==> src/sv/ssi_pkg.sv <==
`default_nettype none

package ssi_pkg;

  // Default coordinate width: signed Q12.4.
  localparam int SSI_COORD_WIDTH = 16;

endpackage

`default_nettype wire

==> src/sv/ssi_div.sv <==
`default_nettype none

// Pipelined restoring divider, one quotient bit per stage, with a sideband that travels
// alongside each request. The dividend must be below the divisor times 2**QUOT_WIDTH.
module ssi_div import ssi_pkg::*; #(
  parameter int QUOT_WIDTH = SSI_COORD_WIDTH,
  parameter int DIV_WIDTH  = 2 * SSI_COORD_WIDTH + 2,
  parameter int SIDE_WIDTH = 1
) (
  input  wire logic                             clk,
  input  wire logic                             en,
  input  wire logic [QUOT_WIDTH+DIV_WIDTH-1:0]  num,
  input  wire logic [DIV_WIDTH-1:0]             dvs,
  input  wire logic [SIDE_WIDTH-1:0]            side_in,
  output logic      [QUOT_WIDTH-1:0]            quot,
  output logic      [SIDE_WIDTH-1:0]            side_out
);

  localparam int NUM_WIDTH = QUOT_WIDTH + DIV_WIDTH;

  logic [DIV_WIDTH-1:0]  rem    [QUOT_WIDTH];
  logic [DIV_WIDTH-1:0]  dvs_r  [QUOT_WIDTH];
  logic [QUOT_WIDTH-1:0] low    [QUOT_WIDTH];
  logic [QUOT_WIDTH-1:0] quot_r [QUOT_WIDTH];
  logic [SIDE_WIDTH-1:0] side_r [QUOT_WIDTH];

  for (genvar k = 0; k < QUOT_WIDTH; k++) begin : g_stage
    logic [DIV_WIDTH-1:0]  rem_prev;
    logic [DIV_WIDTH-1:0]  dvs_prev;
    logic [QUOT_WIDTH-1:0] low_prev;
    logic [QUOT_WIDTH-1:0] quot_prev;
    logic [SIDE_WIDTH-1:0] side_prev;
    logic [DIV_WIDTH:0]    trial;
    logic [DIV_WIDTH:0]    diff;
    logic                  ge;

    if (k == 0) begin : g_first
      // The upper dividend bits are already below the divisor.
      assign rem_prev  = num[NUM_WIDTH-1 -: DIV_WIDTH];
      assign low_prev  = num[QUOT_WIDTH-1:0];
      assign dvs_prev  = dvs;
      assign quot_prev = '0;
      assign side_prev = side_in;
    end else begin : g_rest
      assign rem_prev  = rem[k-1];
      assign low_prev  = low[k-1];
      assign dvs_prev  = dvs_r[k-1];
      assign quot_prev = quot_r[k-1];
      assign side_prev = side_r[k-1];
    end

    assign trial = {rem_prev, low_prev[QUOT_WIDTH-1]};
    assign diff  = trial - {1'b0, dvs_prev};
    assign ge    = (trial >= {1'b0, dvs_prev});

    always_ff @(posedge clk) begin
      if (en) begin
        rem[k]    <= ge ? diff[DIV_WIDTH-1:0] : trial[DIV_WIDTH-1:0];
        low[k]    <= low_prev << 1;
        dvs_r[k]  <= dvs_prev;
        quot_r[k] <= {quot_prev[QUOT_WIDTH-2:0], ge};
        side_r[k] <= side_prev;
      end
    end
  end

  assign quot     = quot_r[QUOT_WIDTH-1];
  assign side_out = side_r[QUOT_WIDTH-1];

endmodule

`default_nettype wire
==> config.mk <==
export PLATFORM = sky130hd
export DESIGN_NAME = ssi_div
export DESIGN_NICKNAME = d
export VERILOG_FILES = /design/src/sv/ssi_pkg.sv /design/src/sv/ssi_div.sv
export SDC_FILE = /design/constraint.sdc
export NUM_CORES = 2
export LEC_CHECK = 0
export BUFFER_PORTS_ARGS = -buffer_cell sky130_fd_sc_hd__buf_2
export CAP_MARGIN = 20
export CORE_ASPECT_RATIO = 2
export CORE_MARGIN = 4
export CORE_UTILIZATION = 40
export DETAILED_ROUTE_END_ITERATION = 10
export GPL_TIMING_DRIVEN = 0
export SLEW_MARGIN = 20
export SYNTH_ARGS = -nofsm -noshare
export SYNTH_HDL_FRONTEND = slang
export SYNTH_SLANG_ARGS = --single-unit
==> constraint.sdc <==
create_clock -name clk -period 3.6 [get_ports clk]
set_input_delay 0.36 -clock clk [delete_from_list [all_inputs] [get_ports clk]]
set_output_delay 0.36 -clock clk [all_outputs]
set_load 0.03 [all_outputs]
==> impl_metrics.toml <==
[floorplanning]
rows = 222
core-area_um2 = 183000
fp.dieW_um = 311
fp.dieH_um = 614
die-area_um2 = 191000
io_pins = 104
start_util_pct = 40.1

[clock_network]
cts_tree = "yes"
clk_latency_ns = 0.80
clk_pin_slew_ns = 0.06
tritoncts.num_buffers = 139
clockRootBuffer = "clkbuf_16"
cts_buffer_depth = 4
clock_sinks = 1292
htreeDepth = 4

[cells_and_area]
area_delta_synth_final_pct = 18.7
drive_above_1_share_pct = 15.7
layout.cells.non_filler = 9514
nNetsFinal = 7716
nFillCells = 16537

[timing]
finalHoldViolations = 0
worst_pin_slew_ns = 0.853
drv_slew = 0
finalSetupViolCount = 63
fin_crit_ns = 3.89
setup-tns-final_ns = -7.69
clock.fmax_ghz = 0.257
rsz0062_at_grt = "true"
setup_slack_ns = -0.287
relSlewSlack_pct = 41.7
finalClockSkew_ns = 0.0660
finalCritPeriodShare_pct = 108

[run_status]
violations = "setup timing"
run_status = "complete, but fails checks"

[synth]
syn_avg_cell_area_um2 = 11.2
synth_largest_area_cell = "edfxtp_1"
async_flop_share_pct = 0
yosysTopAreaCellShare_pct = 52.9
synth-edff-count = 1292
syn_nets = 7206
synth.most_common_cell = "edfxtp_1"
syn_inst = 6560
synth_ff_type = "edfxtp_1"
synth_area_um2 = 73400
ys.warnings.count = 0
ys_seq_elements = 1292
synthTopCellsByCount = "edfxtp_1 (1292), inv_1 (681), a21oi_1 (600)"
ys_seq_area_share_pct = 52.9
ys_types = 102
ys_top_cells_by_area = "edfxtp_1 (53%), ha_1 (9.3%), a21oi_1 (4.1%), inv_1 (3.5%), xnor2_1 (3.5%)"

[global_routing]
first_global_vias = 55152
globalRouteOverflowTotal = 0
antenna_found_initial = 3
grt_use_total_pct = 21.8
grt_pass1_wl_um = 312000
grt_max_degree = 139

[placed_design]
dpl.hpwl_um = 168000
place_congestion = 0.940
port_buffers = 103
dp_slack_ns = -2.02
dp_cells = 9031

[pwr]
peakVddDrop_mv = 0.407
p_leak_nw = 35.1
combPwrFrac_pct = 52.6
swShare_pct = 40.0
power_density_nw_per_um2 = 919
pwr-share-clk_pct = 17.2
p_int_mw = 48.0
power_frac_seq_pct = 30.2
switchingPower_mw = 32.1

[worst_setup_path]
cp_max_fo = 6
r2r-end = "rem[0][119]$_DFFE_PP_"
end_kind = "flop"
critPathLaunchType = "flop"
crit_type = "reg2reg"
required_ns = 4.11
r2r_start = "rem[0][95]$_DFFE_PP_"
rr_worst_depth = 10
critPathArrivalTime_ns = 4.40
r2r_slack_ns = -0.29

[worst_hold_path]
hold_end = "quot_r[15][6]$_DFFE_PP_"
holdPathStages = 1
hp-class = "in2reg"
holdCritStartpoint = "en"

[detailed_routing]
drt_iter0_drc = 2132
ant_nets = 0
firstDrtPassIters = 5
routedWlPerCell_um = 22.6
drc = 0
routed_wl_um = 215000
vias_per_cell = 5.43
num_vias = 51685

[flow_run]
maxCapViolCount = 0
[kinds of logic after synthesis]
group                      count (synthesis)  share of synthesized area, %
and+or+nand+nor                         1417                          9.08
adders and majority gates                559                          9.69
muxes                                    180                          2.75
buffers and inverters                    855                          4.66
AOI/OAI and AO/OA                       1812                          15.6
DFF                                     1292                          52.9
xor gates and xnor gates                 445                          5.31
[registers in the layout, summed over array words and instances, names as in the netlist]
signal  cells
dvs_r     510
side_r     16
quot_r    136
low       120
rem       510
[worst max path at each step]
| stage | start | endpoint | slack, ns | cells past startpoint |
|---|---|---|---|---|
| 6_report | rem[0][95]$_DFFE_PP_ | rem[0][119]$_DFFE_PP_ | -0.29 | 10 |
| 3_3_place_gp | en | side_r[0]$_DFFE_PP_ | -18.67 | 1 |
| 4_1_cts | rem[0][95]$_DFFE_PP_ | rem[0][119]$_DFFE_PP_ | -0.37 | 10 |
| 3_5_place_dp | rem[0][95]$_DFFE_PP_ | rem[0][128]$_DFFE_PP_ | -2.02 | 11 |
| 2_1_floorplan | low[1][44]$_DFFE_PP_ | rem[1][132]$_DFFE_PP_ | 0.28 | 14 |
| 5_1_grt | rem[0][95]$_DFFE_PP_ | rem[0][120]$_DFFE_PP_ | -0.23 | 10 |
[cell type report]
type                    count  area [µm²]  area share, %
diodes                      3        7.51        0.00862
plain buffers             156        1300           1.49
clock inverters            59         523          0.600
clock buffers             171        3680           4.23
multi-input cells        4413       33900           38.9
inverters                 682        2580           2.96
repair buffers            386        3430           3.94
flip-flops and latches   1292       38800           44.5
well taps                2352        2940           3.38
[metal layers]
metal	global-route usage, %	routed length (µm)	up-vias
met3	1.90	4220	764
met1	13.2	50900	24828
met2	48.5	131000	1135
li1	-	-	24958
met5	0	0	-
met4	23.1	28300	0
[layout by cell type, fill, tap and decap left out, drive strengths merged, types with 27 or more instances in the layout]
cell type / n
a211oi: 44
a21o: 293
a21oi: 605
a31oi: 48
and2: 27
and3: 51
buf: 361
clkbuf: 268
clkinv: 41
dlygate4sd3: 84
edfxtp: 1292
ha: 544
inv: 684
mux2: 170
nand2: 447
nand2b: 60
nand3: 106
nand4: 101
nor2: 390
nor2b: 54
nor3: 75
o21a: 69
o21ai: 428
o21bai: 78
o31ai: 40
xnor2: 290
xor2: 155
[power by group through the flow]
stage	Combinational (mW)	Sequential (mW)	Clock, mW
6_report	42.1	24.2	13.8
3_3_place_gp	35.4	24.9	0
2_1_floorplan	25.1	23.6	0
5_1_grt	45.4	24.5	14.8
4_1_cts	38.7	24.1	14.3
3_5_place_dp	35.8	24.4	0
[critical path, stage by stage, from the launching register on]
cell and delay, ns:
edfxtp_1 0.43, ha_4 0.40, nand4_1 0.47, nor4_2 0.34
nand4_1 0.46, nor3_4 0.51, or3_1 0.17, a21o_1 0.13
buf_12 0.16, buf_12 0.17, mux2_4 0.31
[stage by stage]
step	instance area (µm²)	hold WS, ns	total power, mW	utilization [%]
6_report	87100	0.0185	80.1	47.7
5_1_grt	87100	0.0420	84.7	47.7
4_1_cts	84300	0.000921	77.1	46.1
3_5_place_dp	77200	0.405	60.1	42.2
3_3_place_gp	76800	0.401	60.3	42.0
2_1_floorplan	73400	0.400	48.8	-
[what timing repair did]
action	in CTS	in global routing
gates cloned	5	8
resized for setup	314	465
buffers inserted	56	116
hold endpoints to repair	84	0
setup endpoints to repair	508	456
hold buffers	84	0
pin swaps	61	159
Note: power is estimated with default switching activity, not from simulation.
